==> config.mk <==
export PLATFORM = sky130hd
export DESIGN_NAME = amsc_mean
export DESIGN_NICKNAME = d
export VERILOG_FILES = /design/src/rtl/accel_mean_step_counter_top_macros.svh /design/src/rtl/amsc_pkg.sv /design/src/rtl/amsc_mean.sv
export SDC_FILE = /design/constraint.sdc
export NUM_CORES = 1
export LEC_CHECK = 0
export ABC_AREA = 1
export BUFFER_PORTS_ARGS = -buffer_cell sky130_fd_sc_hd__buf_2
export CORE_MARGIN = 1
export CORE_UTILIZATION = 41
export CTS_CLUSTER_DIAMETER = 40
export DETAILED_ROUTE_END_ITERATION = 6
export GPL_ROUTABILITY_DRIVEN = 0
export RECOVER_POWER = 100
export SKIP_CTS_REPAIR_TIMING = 1
export SKIP_LAST_GASP = 1
export SLEW_MARGIN = 25
export SYNTH_ARGS = -nofsm -noshare
export SYNTH_HDL_FRONTEND = slang
export SYNTH_SLANG_ARGS = --single-unit
==> constraint.sdc <==
create_clock -name clk -period 14.7 [get_ports clk]
set_clock_uncertainty 0.1 [all_clocks]
set_input_delay 3.675 -clock clk [delete_from_list [all_inputs] [get_ports clk]]
set_output_delay 3.675 -clock clk [all_outputs]
set_load 0.01 [all_outputs]
==> src/rtl/accel_mean_step_counter_top_macros.svh <==
// Assertion helpers, clocked on clk and disabled during reset.
`ifndef ACCEL_MEAN_STEP_COUNTER_TOP_MACROS_SVH
`define ACCEL_MEAN_STEP_COUNTER_TOP_MACROS_SVH

// same-cycle implication
`define AMSC_ASSERT_NOW(label, ante, cons, msg) \
    label: assert property (@(posedge clk) disable iff (!rst_n) (ante) |-> (cons)) \
        else $error(msg);

// next-cycle implication
`define AMSC_ASSERT_NEXT(label, ante, cons, msg) \
    label: assert property (@(posedge clk) disable iff (!rst_n) (ante) |=> (cons)) \
        else $error(msg);

`endif

==> src/rtl/amsc_pkg.sv <==
package amsc_pkg;

    localparam int SAMPLE_W       = 16;
    localparam int DELTA_W        = SAMPLE_W + 1;
    localparam int MEAN_W         = 16;
    localparam int SQ_W           = 2 * MEAN_W;
    localparam int THR_W          = 16;
    localparam int DIST_W         = 8;
    localparam int CNT_W          = 32;
    localparam int CFG_DATA_W     = 16;
    localparam int CFG_IDX_W      = 2;
    localparam int WINDOW_LEN_DEF = 10;

    localparam logic [THR_W-1:0]  THR_RESET  = THR_W'(384);
    localparam logic [DIST_W-1:0] DIST_RESET = DIST_W'(9);

    typedef enum logic [CFG_IDX_W-1:0] {
        CFG_STEP_THRESHOLD    = 2'd0,
        CFG_DISTANCE_PER_STEP = 2'd1
    } amsc_cfg_idx_t;

    // one load strobe per pipeline stage; s1 is the input accept
    typedef struct packed {
        logic s1;
        logic s2;
        logic s3;
        logic s4;
        logic s5;
        logic s6;
        logic s7;
    } amsc_load_t;

endpackage

==> src/rtl/amsc_mean.sv <==
module amsc_mean import amsc_pkg::*; #(
    parameter int WINDOW_LEN = WINDOW_LEN_DEF
) (
    input  logic                      clk,
    input  logic                      rst_n,
    input  amsc_load_t                ld,
    input  logic signed [DELTA_W-1:0] delta,
    output logic [MEAN_W-1:0]         mean_mag
);

    localparam int CLOG  = $clog2(WINDOW_LEN);
    localparam int A_W   = SAMPLE_W + CLOG;
    localparam int SUM_W = A_W + 1;
    localparam int T_W   = SUM_W + 1;
    localparam int K     = A_W + CLOG;
    localparam int M_W   = A_W + 2;
    localparam int P_W   = A_W + M_W;

    // ceil(2^K / N): exact floor division for any dividend below 2^A_W
    localparam logic [M_W-1:0] RECIP =
        M_W'(((64'd1 << K) + 64'(WINDOW_LEN) - 64'd1) / 64'(WINDOW_LEN));
    localparam logic signed [T_W-1:0] HALF_LO = T_W'(WINDOW_LEN / 2);
    localparam logic signed [T_W-1:0] HALF_HI = T_W'((WINDOW_LEN + 1) / 2);

    logic signed [SUM_W-1:0] sum_reg;
    logic [A_W-1:0]          abs_reg;
    logic [MEAN_W-1:0]       q_reg;
    logic signed [T_W-1:0]   s_ext, t, t_abs;
    logic [P_W-1:0]          prod;

    always_ff @(posedge clk or negedge rst_n)
    begin
        if (!rst_n)
            sum_reg <= '0;
        else if (ld.s2)
            sum_reg <= sum_reg + SUM_W'(delta);
    end

    // (2s+N)/2 truncated toward zero; odd N rounds differently below zero
    always_comb
    begin
        s_ext = T_W'(sum_reg);
        if (s_ext >= -HALF_LO)
            t = s_ext + HALF_LO;
        else
            t = s_ext + HALF_HI;
        t_abs = t[T_W-1] ? -t : t;
    end

    assign prod = P_W'(abs_reg) * P_W'(RECIP);

    always_ff @(posedge clk)
    begin
        if (ld.s3)
            abs_reg <= A_W'(t_abs);
        if (ld.s4)
            q_reg <= prod[K +: MEAN_W];
    end

    assign mean_mag = q_reg;

endmodule

Yosys cells after proc, flatten, opt, wreduce, memory -nomap -nowiden
Index checks and enable logic that the tools add are counted.
{"block": "word_totals", "ff_bits": 57, "input_bits": 26, "elab_cells": 8, "out_inout_bits": 16}
{"block": "op_classes", "multipliers": 1, "muxes": 1, "n_addsub": 3}
{"operator": "$mul A20 B20 Y39 const B", "n": 1}
{"operator": "$add A21 B4 Y22 const B", "n": 1}
{"operator": "$add A21 B17 Y21", "n": 1}
{"operator": "$mux W20", "n": 1}
{"operator": "$neg A20 Y20", "n": 1}

Depth between registers and ports, before layout
{"block": "logic_depth", "word_depth": 3, "mapped_depth": 25}

Worst setup path before layout
Ideal clock, no wire load.
{"block": "synth_timing", "path_kind": "input to register", "startpoint": "input delta[0]", "endpoint": "register sum_reg[20]", "t_arrival_ns": 5.168, "path_stages": 13, "slack_ns": 9.299, "setup_time_ns": 0.133, "path_cell_list": "ha_1 -> inv_1 -> fa_1 -> inv_1 -> nand3_1 -> nand2_1 -> a21oi_1 -> o21ai_0 -> nand2_1 -> nand3_1 -> nand2_1 -> nand2_1 -> o21ai_0"}
{"block": "synth_via", "elab_chain_cells": 1}
{"element": "start: declaration", "line": "amsc_mean.sv:7", "rtl": "input logic signed [DELTA_W-1:0] delta,"}
{"element": "$add A21 B17 Y21", "line": "amsc_mean.sv:36", "rtl": "sum_reg <= sum_reg + SUM_W'(delta);"}
{"element": "end signal: assignment", "line": "amsc_mean.sv:36"}
{"element": "end: declaration", "line": "amsc_mean.sv:25", "rtl": "logic signed [SUM_W-1:0] sum_reg;"}
Every way passes these cells.
A chain may end at the register's enable or synchronous reset.

Worst setup path after layout
{"block": "layout_timing", "startpoint": "register abs_reg[0]", "endpoint": "register q_reg[9] (netlist: mean_mag[9]) (data pin)"}
{"block": "layout_via", "elab_chain_cells": 1}
{"element": "start: declaration", "line": "amsc_mean.sv:26", "rtl": "logic [A_W-1:0] abs_reg;"}
{"element": "start signal: assignment", "line": "amsc_mean.sv:55", "rtl": "abs_reg <= A_W'(t_abs);"}
{"element": "$mul A20 B20 Y39", "line": "amsc_mean.sv:50", "rtl": "assign prod = P_W'(abs_reg) * P_W'(RECIP);"}
{"element": "net prod[33]", "line": "amsc_mean.sv:29", "rtl": "logic [P_W-1:0] prod;"}
{"element": "end signal: assignment", "line": "amsc_mean.sv:57", "rtl": "q_reg <= prod[K +: MEAN_W];"}
{"element": "end: declaration", "line": "amsc_mean.sv:27", "rtl": "logic [MEAN_W-1:0] q_reg;"}
The timed path passes the listed nets, and every way through them passes these cells.

==> metrics.txt <==
status finished, final reports clean; Fmax 164 MHz; Synth Area in Compound Gates 0.0791; Avg Cell Area, Syn 8.14 um2; Max clock buf depth 2; Hold Crit Start sum_reg[19]$_DFFE_PN0P_; Clock Latency Late Sink ~0.33 ns; initial antenna violation count 0; Max-slew headroom 0.0599; Pre-Repair DR Iteration Count 5; fin nets 1848; Synth Register Bits 57; via count 9296; Most used DFF post-synth edfxtp_1; CTS clock-pin slew for the worst setup and hold paths around 0.060 ns; Layout area overhead 7.34%; vias in the first global route 9749; delay-heaviest family, CP adder cells; Synth async-reset ratio 0.368; Most common cell on crit path fa_1; syn_nets 1806; final setup fails 0; Overflow after GRT 0; Die W 170 um; Setup CP Type register to register; largest net degree at the start of global routing 25; Final Hold Fails 0; post-synthesis mux area share 0; # diodes 0; Final Slew Violations 0; Post-Place Setup Slack 8.62 ns; setup slack, reg-to-reg 8.59 ns; critical path endpoint category register; H-Tree Depth 3; Post-Syn Instances 1430; DR iter-0 viols 529; Worst Path Buf+Inv 4; core footprint 0.0279 mm2; Starting Density 0.418; Final Non-Filler Cells 1855; setup TNS 0 ns; startpoint types register; Util after Layout 0.449; most common cell after layout, fill and taps aside inv_1; die area 0.0291 mm2; IO Count 42; Post-synth EDFFs 36; post-synthesis xor/xnor area fraction 0.0429; Crit path required time around 15 ns; layout cells sized above 1 0.0318; RSZ-0062 raised after global routing no; Cell Chain, Critical Path ha_1 > ha_1 > inv_1 > fa_1 > inv_1 > fa_1 > fa_1 > fa_1 > inv_1 > fa_1 > inv_1 > ha_1 > a21oi_1 > o21ai_0 > a21oi_1 > nor2_1 > a211oi_1 > nand2_1 > nand2_1 > nand2_1; Post-DRT Antenna Nets 0; routed vias/inst between 5 and 6; r2r endpoint mean_mag[9]$_DFFE_PP_; crit share post-route 0.416; arrival time at the worst endpoint just over 6 ns; Min-Delay Endpoint sum_reg[19]$_DFFE_PN0P_; DRC Markers 0; max cap viols 0; slowest CP cell edfxtp_1; Post-Synth Simple-Gate Area 0.178; slowest stage delay, CP 0.56 ns; most frequent cells in the layout inv_1, nand2_1, ha_1, fa_1, nor2_1; Total Routing Usage GR 0.220; I/O Buffers 37; R2R depth 20; area share of fa/ha/maj cells after synthesis 0.460; Min-Delay Path Depth 2; Total Wirelength between 20000 and 30000 um; DP HPWL 26000 um; Sink Count between 50 and 60; Worst Max-Slew Pin Slew 1.41 ns; CTS tree done; largest family of logic cells by synthesized area adder cells; Crit Path Max Fanout 7; sequential-to-total area share from yosys stat 0.138; row count 61; DR WL/cell 16.0 um; Final WS setup around 8.6 ns; worst reg2reg startpoint abs_reg[0]$_DFFE_PP_; Clock Tree Root clkbuf_16; placed insts 1839; Min Clock Period, post-route a little over 6 ns; cts bufs inserted 9; Synth Cell Area between 0.01 and 0.015 mm2; HP Class register to register; Netlist cell types 42; Die Ht 170 um; Synth warnings 0; fillers 2825; max reg flops 21; first-pass GRT wire length 49000 um
## worst max-delay path by stage
| stage | end | start | cells after the start |
|---|---|---|---|
| after floorplan | sum_reg[20]$_DFFE_PN0P_ | delta[0] | 13 |
| after global placement | mean_mag[9]$_DFFE_PP_ | abs_reg[0]$_DFFE_PP_ | 20 |
| after detailed placement | mean_mag[9]$_DFFE_PP_ | abs_reg[0]$_DFFE_PP_ | 20 |
| after CTS | mean_mag[9]$_DFFE_PP_ | abs_reg[0]$_DFFE_PP_ | 20 |
| after global routing | mean_mag[9]$_DFFE_PP_ | abs_reg[0]$_DFFE_PP_ | 20 |
| final | mean_mag[9]$_DFFE_PP_ | abs_reg[0]$_DFFE_PP_ | 20 |
## cells in the mapped netlist, types with 2 or more instances
cell type,n,area (um2)
a211oi_1,2,15.0
a21o_1,9,67.6
a21oi_1,65,325
a31oi_1,4,25.0
and2_1,2,12.5
clkbuf_1,4,15.0
dfrtp_1,21,526
edfxtp_1,36,1080
fa_1,130,2600
ha_1,220,2750
inv_1,304,1140
inv_2,2,7.51
nand2_1,259,972
nand2_2,5,31.3
nand3_1,72,360
nand3b_1,2,15.0
nand4_1,21,131
nor2_1,101,379
nor2_2,3,18.8
nor2_4,2,22.5
nor3_1,12,60.1
nor4_1,2,12.5
o211ai_1,3,22.5
o21a_1,2,15.0
o21ai_0,62,310
o21ai_1,3,15.0
o21bai_1,7,52.6
o22ai_1,2,12.5
or2_2,5,31.3
xnor2_1,13,114
xor2_1,44,385
## per-layer routing
layer  global-route usage  share of wire  vias up
met5                    0              0        -
met3               0.0171          0.027       39
met2                0.405           0.51      157
met1                0.272           0.44     4440
li1                     -              -     4660
met4               0.0619          0.024        0
## metrics by stage
stage          instance area (um2)  hold WS, ns
4_1_cts                      12600        0.481
6_report                     12500        0.476
3_3_place_gp                 12300        0.463
5_1_grt                      12500        0.543
2_1_floorplan                11600        0.411
3_5_place_dp                 12300        0.466
## logic make-up after synthesis
group | Yosys count
compound gates | 164
xor+xnor | 57
fa+ha+maj | 350
buf+inv | 313
flops | 57
simple gates | 489
## cell type report
type	count	area, um2	share of cell area
Multi-Input combinational cell	1060	8820	0.706
Sequential cell	57	1610	0.129
Inverter	307	1150	0.0922
Tap cell	378	473	0.0379
Clock buffer	9	225	0.0180
Timing Repair Buffer	37	160	0.0128
Clock inverter	7	61.3	0.00491
## worst register-to-register path: stages (launching register included)
cell and delay (ns):
edfxtp_1 0.56, ha_1 0.51, ha_1 0.33, inv_1 0.05
fa_1 0.54, inv_1 0.06, fa_1 0.51, fa_1 0.52
fa_1 0.54, inv_1 0.06, fa_1 0.55, inv_1 0.06
ha_1 0.34, a21oi_1 0.21, o21ai_0 0.17, a21oi_1 0.25
nor2_1 0.08, a211oi_1 0.27, nand2_1 0.09, nand2_1 0.06
nand2_1 0.04
Power is left out: the tool's default activity adds up to more than one toggle a clock period on the data nets, which glitch-free logic cannot reach.
