## config.mk

```make
export PLATFORM = sky130hd
export DESIGN_NAME = amsc_ring
export DESIGN_NICKNAME = d
export VERILOG_FILES = /design/src/rtl/accel_mean_step_counter_top_macros.svh /design/src/rtl/amsc_pkg.sv /design/src/rtl/amsc_ring.sv
export SDC_FILE = /design/constraint.sdc
export NUM_CORES = 1
export LEC_CHECK = 0
export ABC_AREA = 1
export BUFFER_PORTS_ARGS = -buffer_cell sky130_fd_sc_hd__buf_2
export CORE_AREA = 2 2 276 305
export CTS_BUF_LIST = sky130_fd_sc_hd__clkbuf_4 sky130_fd_sc_hd__clkbuf_8 sky130_fd_sc_hd__clkbuf_16
export DETAILED_ROUTE_END_ITERATION = 12
export DIE_AREA = 0 0 278 307
export SYNTH_ARGS = -nofsm -noshare
export SYNTH_HDL_FRONTEND = slang
export SYNTH_SLANG_ARGS = --single-unit
```

## constraint.sdc

```tcl
create_clock -name clk -period 3.7 [get_ports clk]
set_clock_uncertainty 0.2 [all_clocks]
set_input_delay 0.74 -clock clk [delete_from_list [all_inputs] [get_ports clk]]
set_output_delay 0.74 -clock clk [all_outputs]
set_load 0.01 [all_outputs]
```

## src/rtl/accel_mean_step_counter_top_macros.svh

```systemverilog
// Assertion helpers, clocked on clk and disabled during reset.
`ifndef ACCEL_MEAN_STEP_COUNTER_TOP_MACROS_SVH
`define ACCEL_MEAN_STEP_COUNTER_TOP_MACROS_SVH

// same-cycle implication
`define AMSC_ASSERT_NOW(label, ante, cons, msg) \
    label: assert property (@(posedge clk) disable iff (!rst_n) (ante) |-> (cons)) \
        else $error(msg);

// next-cycle implication
`define AMSC_ASSERT_NEXT(label, ante, cons, msg) \
    label: assert property (@(posedge clk) disable iff (!rst_n) (ante) |=> (cons)) \
        else $error(msg);

`endif

```

## src/rtl/amsc_pkg.sv

```systemverilog
package amsc_pkg;

    localparam int SAMPLE_W       = 16;
    localparam int DELTA_W        = SAMPLE_W + 1;
    localparam int MEAN_W         = 16;
    localparam int SQ_W           = 2 * MEAN_W;
    localparam int THR_W          = 16;
    localparam int DIST_W         = 8;
    localparam int CNT_W          = 32;
    localparam int CFG_DATA_W     = 16;
    localparam int CFG_IDX_W      = 2;
    localparam int WINDOW_LEN_DEF = 10;

    localparam logic [THR_W-1:0]  THR_RESET  = THR_W'(384);
    localparam logic [DIST_W-1:0] DIST_RESET = DIST_W'(9);

    typedef enum logic [CFG_IDX_W-1:0] {
        CFG_STEP_THRESHOLD    = 2'd0,
        CFG_DISTANCE_PER_STEP = 2'd1
    } amsc_cfg_idx_t;

    // one load strobe per pipeline stage; s1 is the input accept
    typedef struct packed {
        logic s1;
        logic s2;
        logic s3;
        logic s4;
        logic s5;
        logic s6;
        logic s7;
    } amsc_load_t;

endpackage

```

## src/rtl/amsc_ring.sv

```systemverilog
module amsc_ring import amsc_pkg::*; #(
    parameter int WINDOW_LEN = WINDOW_LEN_DEF
) (
    input  logic                      clk,
    input  logic                      rst_n,
    input  amsc_load_t                ld,
    input  logic signed [SAMPLE_W-1:0] sample_x,
    input  logic signed [SAMPLE_W-1:0] sample_y,
    input  logic signed [SAMPLE_W-1:0] sample_z,
    output logic signed [DELTA_W-1:0]  delta_x,
    output logic signed [DELTA_W-1:0]  delta_y,
    output logic signed [DELTA_W-1:0]  delta_z
);

    localparam int SLOT_W = (WINDOW_LEN > 1) ? $clog2(WINDOW_LEN) : 1;
    localparam int WORD_W = 3 * SAMPLE_W;

    logic [WORD_W-1:0]     mem [WINDOW_LEN];
    logic [SLOT_W-1:0]     slot_reg;
    logic [WINDOW_LEN-1:0] ok_reg;
    logic [WORD_W-1:0]     old_reg;
    logic                  old_ok_reg;
    logic signed [SAMPLE_W-1:0] new_x_reg, new_y_reg, new_z_reg;
    logic signed [SAMPLE_W-1:0] old_x, old_y, old_z;

    // read-first port: the evicted word comes out as the new one goes in
    always_ff @(posedge clk)
    begin
        if (ld.s1)
        begin
            old_reg          <= mem[slot_reg];
            mem[slot_reg]    <= {sample_x, sample_y, sample_z};
            old_ok_reg       <= ok_reg[slot_reg];
            new_x_reg        <= sample_x;
            new_y_reg        <= sample_y;
            new_z_reg        <= sample_z;
        end
    end

    always_ff @(posedge clk or negedge rst_n)
    begin
        if (!rst_n)
        begin
            slot_reg <= '0;
            ok_reg   <= '0;
        end
        else if (ld.s1)
        begin
            ok_reg[slot_reg] <= 1'b1;
            if (slot_reg == SLOT_W'(WINDOW_LEN - 1))
                slot_reg <= '0;
            else
                slot_reg <= slot_reg + SLOT_W'(1);
        end
    end

    // never-written slots read as zero
    assign old_x = old_ok_reg ? old_reg[3*SAMPLE_W-1:2*SAMPLE_W] : '0;
    assign old_y = old_ok_reg ? old_reg[2*SAMPLE_W-1:SAMPLE_W]   : '0;
    assign old_z = old_ok_reg ? old_reg[SAMPLE_W-1:0]            : '0;

    assign delta_x = DELTA_W'(new_x_reg) - DELTA_W'(old_x);
    assign delta_y = DELTA_W'(new_y_reg) - DELTA_W'(old_y);
    assign delta_z = DELTA_W'(new_z_reg) - DELTA_W'(old_z);

endmodule

```

* Word-level counts from Yosys, hierarchy flattened *
Memories as Yosys holds them, arrays and structs flattened. A register that Yosys moved wholly into a read port is not among the register bits.
Cells that the tools add are included.

storage, ports and cells
  memories kept = 1
  output and inout bits = 51
  flip-flop bits (word level) = 63
  bits in writable memories = 480
  logic and storage cells = 26

cells by class
  reduce and logical (&&, ||, !) cells = 1
  bitwise operators = 1
  equal/unequal tests = 1
  $add $sub $neg = 4
  $lt $le $gt $ge = 2
  multiplexer cells = 10

memory list
  name  words  bits a word  read ports  clocked after Yosys merged registers in  wr ports  line             text
  mem   10     48           1           1                                        1         amsc_ring.sv:18  logic [WORD_W-1:0] mem [WINDOW_LEN];

operator list
  kind                   count
  $sub A16 B16 Y17       3
  $mux W16               3
  $or A10 B10 Y10        1
  $lt A4 B5 Y1 const B   1
  $add A4 B1 Y4 const B  1
  $bmux W1 S4            1
  $demux W1 S4           1
  $eq A4 B4 Y1 const B   1
  $ge A4 B1 Y1 const B   1
  $mux W1                4
  $mux W4                1
  $logic_and A1 B1 Y1    1

* Longest topological paths before layout *
  depth after elaboration = 5
  depth in mapped cells = 14
  gate-level depth less buffers = 13

* Worst setup path before layout *
Ideal clock, no wire load.

  kind = flip-flop to flip-flop
  start point = register slot_reg[0]
  end point = memory mem[4][0] in the netlist's numbering, enable pin
  slack = -0.149 ns
  setup time = 0.454 ns
  path buffers = 3
  arrival time = 3.195 ns
  stages on the path, launching flop included = 7
  path through = dfrtp_1 buf_4 nor2_4 buf_4 buf_2 nand2_1 nor2_1

RTL lines
  item                      line             text
  start: declaration        amsc_ring.sv:19  logic [SLOT_W-1:0] slot_reg;
  start signal: assignment  amsc_ring.sv:53  slot_reg <= slot_reg + SLOT_W'(1);
  end: declaration          amsc_ring.sv:18

Straight into the memory's write port.

* Worst setup path after layout *
  start point = register old_ok_reg
  end point = output delta_x[16]

between the ends
  longest elaborated chain between the ends = 2

RTL lines
  item                      line             text
  start: declaration        amsc_ring.sv:22  logic old_ok_reg;
  start signal: assignment  amsc_ring.sv:33  old_ok_reg <= ok_reg[slot_reg];
  $mux W16                  amsc_ring.sv:58  assign old_x = old_ok_reg ? old_reg[3*SAMPLE_W-1:2*SAMPLE_W] : '0;
  $sub A16 B16 Y17          amsc_ring.sv:62  assign delta_x = DELTA_W'(new_x_reg) - DELTA_W'(old_x);
  end: declaration          amsc_ring.sv:10  output logic signed [DELTA_W-1:0] delta_x,

Every way passes these cells.

==> results.yml <==
cts:
  cts_num_sinks: 591
  root_buffer: "clkbuf_16"
  h-tree-depth: 2
  cts_buffer_depth: 3
  numCtsBuffers: 58
  clk_latency_ns: 0.64
  cts_tree: "yes"
  path_clk_slew_ns: 0.06
power_and_ir_drop:
  leakage_nw: 11.0
  ir_drop_mv: 0.523
  powerDensity_nw_per_um2: 812
route:
  avgViaCountPerCell: 4.82
  drtIter0Drc: 1243
  ant_nets: 0
  post-route-drc-count: 0
  wirelength_microns: 61800
  drt_first_pass_iters: 5
  wl_per_cell_microns: 19.2
  vias: 15500
setup_path:
  r2r-end: "mem[1][18]"
  timing.rr.start: "slot_reg[0]"
  rrSetupSlack_ns: 1.16
  critPathCaptureType: "output port"
  critPathArrivalTime_ns: 2.72
  worstPathRequired_ns: 2.76
  cpPeakStageDelay_ns: 0.48
  start_kind: "flip-flop"
  crit_chain: "buf_12 > nand2_4 > inv_2 > ha_4 > fa_2 > inv_2 > nand2_2 > nand2_4 > nand3_2 > nand2_4 > nand2_2 > nand2_1 > nand2_1 > nand2_1 > buf_2"
  path_delay_family: "simple AND/OR/NAND/NOR gates"
  path_max_fanout: 4
  crit_buf_inv: 4
  cp_slowest_cell: "edfxtp_1"
  path_class: "flip-flop to output port"
  r2r_cells: 6
grt:
  antenna_found_initial: 8
  grt_remaining_overflow: 0
  grt_pass1_vias: 15500
  grt_pass1_wl_microns: 92300
  grt_max_degree: 99
  track_usage: 0.141
synthesis:
  yosysWarnings: 0
  syn_inst: 1968
  ys_seq_elements: 591
  syn-mean-instance-area_sq_um: 12.4
  synth_fp_nets: 2076
  seq_area_frac_synth: 0.722
  synth.distinct_cells: 26
  syn_area_sq_um: 24500
die:
  die-width_microns: 278
  core-area_sq_um: 82600
  start_util: 0.296
  die_height_microns: 307
  io_pins: 108
  row_count: 111
  die_area_sq_um: 85300
worst_hold_path:
  hold_start: "sample_y[12]"
  hold_depth: 1
  worstHoldEndpoint: "mem[0][28]"
  hp-class: "input pin to flip-flop"
final_layout:
  area_growth_pct: 19.7
  num-nets-final: 2219
  multi_input_area_sq_um: 6670
  fin_area_sq_um: 29300
  final_util: 0.355
  drive_above_1_share: 0.190
  largest_reg_flops: 480
  seq_area_sq_um: 17700
  n_fill_cell: 7863
timing:
  hold_violations: 0
  worst_slew_pin_slew_ns: 1.07
  fmaxAchievable_mhz: 273
  period_share: 0.990
  slew_violations: 0
  period_needed_ns: 3.66
  finalWorstSetupSlack_ns: 0.0353
  finalSetupViolCount: 0
  max_slew_margin: 0.286
  rsz0062_at_grt: "true"
place:
  hpwl_microns: 33700
  place_ws_ns: 0.364
  finalWeightedCongestion: 0.848
  numPortBuffers: 101
  place_area_sq_um: 26500
outcome:
  status: "finished, final reports clean"
run:
  drv_cap: 0
## cell type report
class                      count  area share
antenna                        1   0.0000854
clock buffer                  71      0.0535
clock inverter                30     0.00867
inverter                     178      0.0228
multi-input combinational   1128       0.228
sequential                   591       0.603
tap                         1073      0.0458
timing repair buffer         154      0.0381
## routing by layer
| metal | wire length (microns) | up-vias | global-route usage |
|---|---|---|---|
| met3 | 3260 | 93 | 0.0200 |
| met5 | 13 | - | 0 |
| met1 | 25800 | 7711 | 0.181 |
| li1 | - | 7242 | - |
| met4 | 1270 | 2 | 0.0377 |
| met2 | 31400 | 488 | 0.248 |
## report_power, final
| part | internal [W] | total, W | switching [W] |
|---|---|---|---|
| Combinational | 0.00327 | 0.00929 | 0.00603 |
| Clock | 0.00321 | 0.00564 | 0.00243 |
| Sequential | 0.00849 | 0.00886 | 0.000369 |
## how the worst max path moves through the flow
stage / startpoint / to / depth (start not counted)
floorplan: slot_reg[0] / mem[4][0] / 6
global placement: old_ok_reg / delta_x[6] / 12
detailed placement: old_ok_reg / delta_x[6] / 12
CTS: old_ok_reg / delta_x[13] / 13
global route: old_ok_reg / delta_x[10] / 15
finish: old_ok_reg / delta_x[16] / 15
## cells in the mapped netlist (all sizes together)
master	n	share of area
nand3	83	0.017
ha	48	0.025
clkinv	1	0.00015
nand2	532	0.082
or2	5	0.0013
fa	3	0.0025
xor2	17	0.0061
a22oi	192	0.059
dfrtp	14	0.014
inv	177	0.027
o21ai	62	0.013
clkbuf	35	0.0054
a21oi	31	0.0063
xnor2	6	0.0021
buf	36	0.0076
nor3	12	0.0025
nor2	134	0.021
edfxtp	577	0.71
o22ai	3	0.00077
## cells by family after synthesis
group	Yosys count	share of synthesized area
xor+xnor	23	0.00823
buf+inv	249	0.0403
simple gates	766	0.124
flops	591	0.722
compound gates	288	0.0787
fa+ha+maj	51	0.0270
## worst reg2reg max path: cells and delay by family, from the launching register on
| kind | cells | cell delay [ns] |
|---|---|---|
| and+or+nand+nor | 3 | 0.36 |
| DFF | 1 | 0.71 |
| buffers and inverters | 3 | 0.85 |
## repair_timing
item	4_1_cts	5_1_grt
buffers inserted	6	5
endpoints found under the setup margin	19	32
resized for setup	61	119
pin swaps	9	26
hold buffers	1	0
cloned	1	1
hold endpoints to repair	14	0
## per-stage QoR
step / setup TNS (ns) / hold WS, ns / instances / total power, W
global placement: 0 / 0.238 / 3111 / 0.0172
CTS: -0.0525 / 0.176 / 3220 / 0.0234
detailed placement: 0 / 0.254 / 3111 / 0.0173
finish: 0 / 0.222 / 3226 / 0.0238
global route: -0.855 / 0.206 / 3226 / 0.0253
floorplan: -22.12 / 0.220 / 1968 / 0.0142
## cell usage in the layout, fill, tap and decap left out, types with 17 or more instances in the layout
cell / netlist / routed
a22oi_1: 192 / 192
nand2_1: 531 / 474
clkbuf_16: 0 / 60
nor2_1: 132 / 119
ha_4: 0 / 29
inv_1: 168 / 159
buf_2: 23 / 95
inv_2: 9 / 18
nand2_2: 1 / 46
edfxtp_1: 577 / 577
a21oi_1: 31 / 17
o21ai_0: 50 / 50
nand3_1: 83 / 76
buf_4: 6 / 37
No activity file was read; power rests on OpenSTA's default activity.
