<file path="config.mk">
export PLATFORM = sky130hd
export DESIGN_NAME = amsc_detect
export DESIGN_NICKNAME = d
export VERILOG_FILES = /design/src/rtl/accel_mean_step_counter_top_macros.svh /design/src/rtl/amsc_pkg.sv /design/src/rtl/amsc_detect.sv
export SDC_FILE = /design/constraint.sdc
export NUM_CORES = 2
export LEC_CHECK = 0
export ABC_CLOCK_PERIOD_IN_PS = 6600
export BUFFER_PORTS_ARGS = -buffer_cell sky130_fd_sc_hd__clkbuf_2
export CORE_UTILIZATION = 45
export DETAILED_ROUTE_END_ITERATION = 12
export PLACE_DENSITY = 0.73
export SYNTH_ARGS = -nofsm -noshare
export SYNTH_HDL_FRONTEND = slang
export SYNTH_SLANG_ARGS = --single-unit
</file>
<file path="constraint.sdc">
create_clock -name clk -period 6.6 [get_ports clk]
set_input_delay 0.33 -clock clk [delete_from_list [all_inputs] [get_ports clk]]
set_output_delay 0.33 -clock clk [all_outputs]
set_load 0.1 [all_outputs]
</file>
<file path="src/rtl/accel_mean_step_counter_top_macros.svh">
// Assertion helpers, clocked on clk and disabled during reset.
`ifndef ACCEL_MEAN_STEP_COUNTER_TOP_MACROS_SVH
`define ACCEL_MEAN_STEP_COUNTER_TOP_MACROS_SVH

// same-cycle implication
`define AMSC_ASSERT_NOW(label, ante, cons, msg) \
    label: assert property (@(posedge clk) disable iff (!rst_n) (ante) |-> (cons)) \
        else $error(msg);

// next-cycle implication
`define AMSC_ASSERT_NEXT(label, ante, cons, msg) \
    label: assert property (@(posedge clk) disable iff (!rst_n) (ante) |=> (cons)) \
        else $error(msg);

`endif

</file>
<file path="src/rtl/amsc_pkg.sv">
package amsc_pkg;

    localparam int SAMPLE_W       = 16;
    localparam int DELTA_W        = SAMPLE_W + 1;
    localparam int MEAN_W         = 16;
    localparam int SQ_W           = 2 * MEAN_W;
    localparam int THR_W          = 16;
    localparam int DIST_W         = 8;
    localparam int CNT_W          = 32;
    localparam int CFG_DATA_W     = 16;
    localparam int CFG_IDX_W      = 2;
    localparam int WINDOW_LEN_DEF = 10;

    localparam logic [THR_W-1:0]  THR_RESET  = THR_W'(384);
    localparam logic [DIST_W-1:0] DIST_RESET = DIST_W'(9);

    typedef enum logic [CFG_IDX_W-1:0] {
        CFG_STEP_THRESHOLD    = 2'd0,
        CFG_DISTANCE_PER_STEP = 2'd1
    } amsc_cfg_idx_t;

    // one load strobe per pipeline stage; s1 is the input accept
    typedef struct packed {
        logic s1;
        logic s2;
        logic s3;
        logic s4;
        logic s5;
        logic s6;
        logic s7;
    } amsc_load_t;

endpackage

</file>
<file path="src/rtl/amsc_detect.sv">
module amsc_detect import amsc_pkg::*; (
    input  logic              clk,
    input  logic              rst_n,
    input  amsc_load_t        ld,
    input  logic [MEAN_W-1:0] mean_x,
    input  logic [MEAN_W-1:0] mean_y,
    input  logic [MEAN_W-1:0] mean_z,
    input  logic [THR_W-1:0]  threshold,
    input  logic [DIST_W-1:0] distance_step,
    output logic [CNT_W-1:0]  step_total,
    output logic [CNT_W-1:0]  distance_total,
    output logic              step_seen,
    output logic              above_threshold
);

    localparam int MAG_W    = SQ_W + 2;
    localparam int THR_SQ_W = 2 * THR_W;

    logic [SQ_W-1:0]     sq_x_reg, sq_y_reg, sq_z_reg;
    logic [THR_SQ_W-1:0] thr_sq_reg;
    logic [MAG_W-1:0]    mag_sq;
    logic                above_reg;
    logic                stepping_reg;
    logic [CNT_W-1:0]    step_cnt_reg, dist_cnt_reg;
    logic                seen_reg, above_out_reg;

    always_ff @(posedge clk)
    begin
        if (ld.s5)
        begin
            sq_x_reg   <= SQ_W'(mean_x) * SQ_W'(mean_x);
            sq_y_reg   <= SQ_W'(mean_y) * SQ_W'(mean_y);
            sq_z_reg   <= SQ_W'(mean_z) * SQ_W'(mean_z);
            thr_sq_reg <= THR_SQ_W'(threshold) * THR_SQ_W'(threshold);
        end
        if (ld.s6)
            above_reg <= (mag_sq >= MAG_W'(thr_sq_reg));
    end

    assign mag_sq = MAG_W'(sq_x_reg) + MAG_W'(sq_y_reg) + MAG_W'(sq_z_reg);

    // rising crossing counts one step
    always_ff @(posedge clk or negedge rst_n)
    begin
        if (!rst_n)
        begin
            stepping_reg  <= 1'b0;
            step_cnt_reg  <= '0;
            dist_cnt_reg  <= '0;
            seen_reg      <= 1'b0;
            above_out_reg <= 1'b0;
        end
        else if (ld.s7)
        begin
            above_out_reg <= above_reg;
            seen_reg      <= above_reg && !stepping_reg;
            stepping_reg  <= above_reg;
            if (above_reg && !stepping_reg)
            begin
                step_cnt_reg <= step_cnt_reg + CNT_W'(1);
                dist_cnt_reg <= dist_cnt_reg + CNT_W'(distance_step);
            end
        end
    end

    assign step_total      = step_cnt_reg;
    assign distance_total  = dist_cnt_reg;
    assign step_seen       = seen_reg;
    assign above_threshold = above_out_reg;

endmodule

</file>
======== After elaboration in Yosys (flattened, before gate mapping) ========
Index checks and enable logic that the tools add are counted.
word-level totals
  logic and storage cells ................. 21
  input bits .............................. 81
  memories ................................ 0
  bits in writable memories ............... 0
  register bits after elaboration ......... 195
  bits in read-only memories .............. 0
  bits in latches ......................... 0
operators by class
  add/sub/neg operators ................... 4
  shift operators ......................... 0
  bitwise logic cells ..................... 0
  div/mod/pow operators ................... 0
  $lt $le $gt $ge ......................... 1
  equal/unequal tests ..................... 0
  muxes and demuxes ....................... 0
  reduce and logical (&&, ||, !) cells .... 3
  $mul .................................... 4
operators by type and width
  cell                                                             number
  16-bit by 16-bit multiplier with 32-bit output                   4
  33-bit by 32-bit adder with 34-bit output                        1
  34-bit by 32-bit >= comparator with 1-bit output                 1
  32-bit by 32-bit adder with 33-bit output                        1
  32-bit by 1-bit adder with 32-bit output, second input constant  1
  32-bit by 8-bit adder with 32-bit output                         1
  2-bit AND reduction                                              1
  1-bit logical AND                                                1
  1-bit zero test                                                  1

======== Logic depth before layout (Yosys ltp) ========
  depth after elaboration ................. 3
  mapped depth ............................ 26
  mapped depth without buffers ............ 24

======== Worst setup path after synthesis ========
No wires, ideal clock.
  kind .................................... input to register
  from .................................... in mean_z[1]
  to ...................................... reg sq_z_reg[29] (data pin)
  stages on the path ...................... 25
  path buffers ............................ 3
  slack ................................... 348 ps
  arrival ................................. 5990 ps
  setup time .............................. 262 ps
  cells stage by stage .................... clkbuf_1 -> clkbuf_1 -> nand2_1 -> inv_1 -> fa_1 -> inv_1 -> fa_1 -> inv_1 -> fa_1 -> fa_1 -> fa_1 -> inv_1 -> fa_1 -> inv_1 -> ha_1 -> buf_6 -> a21o_1 -> a21o_1 -> a21oi_1 -> o21ai_2 -> a221o_2 -> a311o_1 -> a21oi_2 -> o21ai_1 -> xor2_1
on the way
  longest elaborated chain between the ends .. 1
ends and longest elaborated chain
  item                                            line               text
  start, declared                                 amsc_detect.sv:7   input logic [MEAN_W-1:0] mean_z,
  16-bit by 16-bit multiplier with 32-bit output  amsc_detect.sv:33  sq_z_reg <= SQ_W'(mean_z) * SQ_W'(mean_z);
  end signal, assigned                            amsc_detect.sv:33
  end, declared                                   amsc_detect.sv:19  logic [SQ_W-1:0] sq_x_reg, sq_y_reg, sq_z_reg;
No other way between the ends.
A chain may end at the register's enable or synchronous reset.

======== Final worst setup path ========
  from .................................... in mean_y[2]
  to ...................................... reg sq_y_reg[30] (data pin)
on the way
  longest elaborated chain between the ends .. 1
ends and longest elaborated chain
  item                                            line               text
  start, declared                                 amsc_detect.sv:6   input logic [MEAN_W-1:0] mean_y,
  16-bit by 16-bit multiplier with 32-bit output  amsc_detect.sv:32  sq_y_reg <= SQ_W'(mean_y) * SQ_W'(mean_y);
  end signal, assigned                            amsc_detect.sv:32
  end, declared                                   amsc_detect.sv:19
No other way between the ends.

==> impl_metrics.tcl <==
set metrics [dict create \
    synth-simple-area-share 0.114 \
    cts.htree.levels 4 \
    clock_path_buffers 2 \
    fmax_ghz 0.165 \
    track_usage 0.195 \
    synthArstFlopShare 0.346 \
    synth_compound_area_frac 0.0763 \
    synthDistinctLibCells 85 \
    ys_ff_latch 191 \
    synth_enable_flop_cells 125 \
    ios 147 \
    cts_setup_buffers 0 \
    yosys_warnings 0 \
    period_minus_slack_ns 6.06 \
    grt_max_degree 76 \
    vias 27100 \
    critPathKind "input pin to register" \
    grt_pass1_vias 28600 \
    syn_avg_cell_area_um2 9.51 \
    avgViaCountPerCell 5.01 \
    worstMarginPinSlew_ns 0.916 \
    antenna_left 0 \
    die_area_mm2 0.0874 \
    n_fill_cell 7845 \
    die_h_um 296 \
    slew_headroom 0.390 \
    cts.sinks 191 \
    synth_seq_area_share 0.139 \
    finClkSkew_ns 0.0114 \
    routedWlPerCell_um 15.0 \
    crit_path_max_fanout 8 \
    synth_fa_ha_area_frac 0.506 \
    cp-start-kind "input pin" \
    std_cell_rows 107 \
    end_kind "register" \
    die_x_um 296 \
    grt_pass1_wl_um 138000 \
    area_delta_synth_final_pct 7.79 \
    drc 0 \
    antenna_cells 0 \
    drv_slew 0 \
    num-nets-final 5485 \
    portBuffers 142 \
    hold_viol 0 \
    clk_pin_slew_ns 0.07 \
    dpl.hpwl_um 70200 \
    drt_pass1_iterations 5 \
    hold_buffers 0 \
    clk-insertion-delay-late_ns 0.46 \
    synthCells 4082 \
    synth_top_family_by_area "adder cells" \
    synth.cell_area_mm2 0.0388 \
    ys.flop_type "edfxtp_1" \
    rsz0062_at_grt "false" \
    cts_resized 0 \
    cts_buffers 17 \
    cp.arrival_ns 6.26 \
    cts_tree "done" \
    core_mm2 0.0853 \
    period_share 0.918 \
    hold_class "input pin to async pin" \
    crit_required_ns 6.80 \
    grt_overflow 0 \
    status "finished, final reports clean" \
    setup_viol 0 \
    gp_congestion 0.888 \
    antenna_found_initial 1 \
    start_util 0.455 \
    tns_ns 0 \
    synth_mux_area_frac 0.00145 \
    drt-initial-drc-count 1399 \
    drive_above_1_share 0.0742 \
    root_buffer "clkbuf_16" \
    cap_violations 0 \
    dp.cells 5369 \
    routed_wl_um 80800 \
    stdcell_count 5401 \
    synth-xor-area-share 0.0519 \
]
[cell usage after synthesis (3+ instances only)]
master,n,area share
inv_1,1052,0.10
fa_1,681,0.35
ha_1,479,0.15
nand2_1,383,0.037
xnor2_1,172,0.039
and2_1,158,0.025
nor2_1,141,0.014
edfxtp_1,125,0.097
a21oi_1,122,0.016
a21o_1,84,0.016
clkbuf_1,79,0.0076
dfrtp_1,66,0.043
xor2_1,58,0.013
nand3_1,48,0.0062
o21ai_0,48,0.0062
and3_1,35,0.0056
nor2b_1,33,0.0053
nand4_1,27,0.0044
nor3_1,27,0.0035
nand2b_1,25,0.0040
o21bai_1,22,0.0043
o21a_1,16,0.0031
o21ai_1,16,0.0021
or2_2,16,0.0026
a31oi_1,14,0.0023
a211oi_1,12,0.0023
or3_1,12,0.0019
a31o_2,11,0.0025
o211ai_1,10,0.0019
o31ai_1,8,0.0015
and4_1,6,0.0014
mux2_2,5,0.0015
a211o_1,4,0.00090
a21boi_1,4,0.00077
nor4_1,4,0.00064
a2111oi_0,3,0.00068
a211oi_2,3,0.00097
a21oi_2,3,0.00068
a221oi_2,3,0.0012
a311oi_1,3,0.00068
a31o_1,3,0.00068
nand3b_1,3,0.00058
[path summary, 6_finish.rpt]
kind / from / to / slack (ns) / cells after the start
setup / recovery: mean_y[2] / sq_y_reg[30]$_DFFE_PP_ / 0.54 / 24
hold / removal: rst_n / distance_total[21]$_DFFE_PN0P_ / 0.04 / 2
setup reg to reg: sq_x_reg[3]$_DFFE_PP_ / above_reg$_DFFE_PP_ / 1.12 / 21
hold reg to reg: step_total[31]$_DFFE_PN0P_ / step_total[31]$_DFFE_PN0P_ / 0.47 / 1
max in group asynchronous: rst_n / step_total[10]$_DFFE_PN0P_ / 6.01 / 2
min in group clk: ld[1] / above_reg$_DFFE_PP_ / 0.10 / 1
[stage by stage]
| stage | utilization | hold WS, ns | area (µm²) | worst slack (ns) |
|---|---|---|---|---|
| after floorplan | - | 0.0344 | 38800 | 0.348 |
| after global placement | 0.484 | 0.455 | 41200 | 0.229 |
| after detailed placement | 0.484 | 0.464 | 41200 | 0.138 |
| after CTS | 0.491 | 0.0681 | 41800 | 0.614 |
| after global routing | 0.491 | 0.0796 | 41800 | 0.224 |
| final | 0.491 | 0.0373 | 41800 | 0.540 |
[layer usage]
metal,part of all wire,GRT usage
met5,0.00016,0
met1,0.44,0.255
met2,0.51,0.346
met4,0.020,0.0479
met3,0.035,0.0202
[placed cells by master (no fill, tap or decap), types with 10 or more instances in the layout]
cell / synthesis / routed
o211ai_1: 10 / 10
and3_1: 35 / 35
a31o_2: 11 / 11
a211oi_1: 12 / 12
o21ai_1: 16 / 16
nand4_1: 27 / 27
and2_1: 158 / 158
dfrtp_1: 66 / 66
ha_1: 479 / 479
nand3_1: 48 / 48
or2_2: 16 / 16
nor2_1: 141 / 141
buf_4: 1 / 86
nor2b_1: 33 / 33
a21oi_1: 122 / 122
nand2_1: 383 / 383
edfxtp_1: 125 / 125
fa_1: 681 / 681
nor3_1: 27 / 27
nand2b_1: 25 / 25
or3_1: 12 / 12
o21ai_0: 48 / 48
clkbuf_16: 0 / 18
inv_1: 1052 / 1052
clkbuf_2: 0 / 141
o21a_1: 16 / 16
xor2_1: 58 / 58
o21bai_1: 22 / 22
a21o_1: 84 / 84
xnor2_1: 172 / 172
a31oi_1: 14 / 14
[worst max-delay path, stage by stage]
cell	delay [ns]
clkbuf_2	0.20
nand2_1	0.16
inv_1	0.08
fa_1	0.53
inv_1	0.05
fa_1	0.53
inv_1	0.05
fa_1	0.50
inv_1	0.06
fa_1	0.53
inv_1	0.05
fa_1	0.49
inv_1	0.05
fa_1	0.47
inv_1	0.04
ha_1	0.28
a21oi_1	0.13
o21ai_0	0.21
a311oi_1	0.44
a21oi_1	0.16
o21ai_1	0.25
a21oi_1	0.17
a221oi_1	0.37
xnor2_1	0.11
[logic make-up after synthesis]
kind of cell	after synthesis
DFF	191
other	2
buffers and inverters	1137
adders and majority gates	1160
xor gates and xnor gates	230
and+or+nand+nor	928
AOI/OAI and AO/OA	429
muxes	5
[final cells by class]
type	instances	area (µm²)	share of cell area
Multi-Input combinational cell	2755	29100	0.696
Timing Repair Buffer	227	1350	0.0323
Sequential cell	191	5410	0.129
Inverter	1052	3950	0.0944
Clock buffer	20	478	0.0114
Clock inverter	12	115	0.00275
Tap cell	1144	1430	0.0342
Power is left out: the tool's default activity adds up to more than one toggle a clock period on the data nets, which glitch-free logic cannot reach.
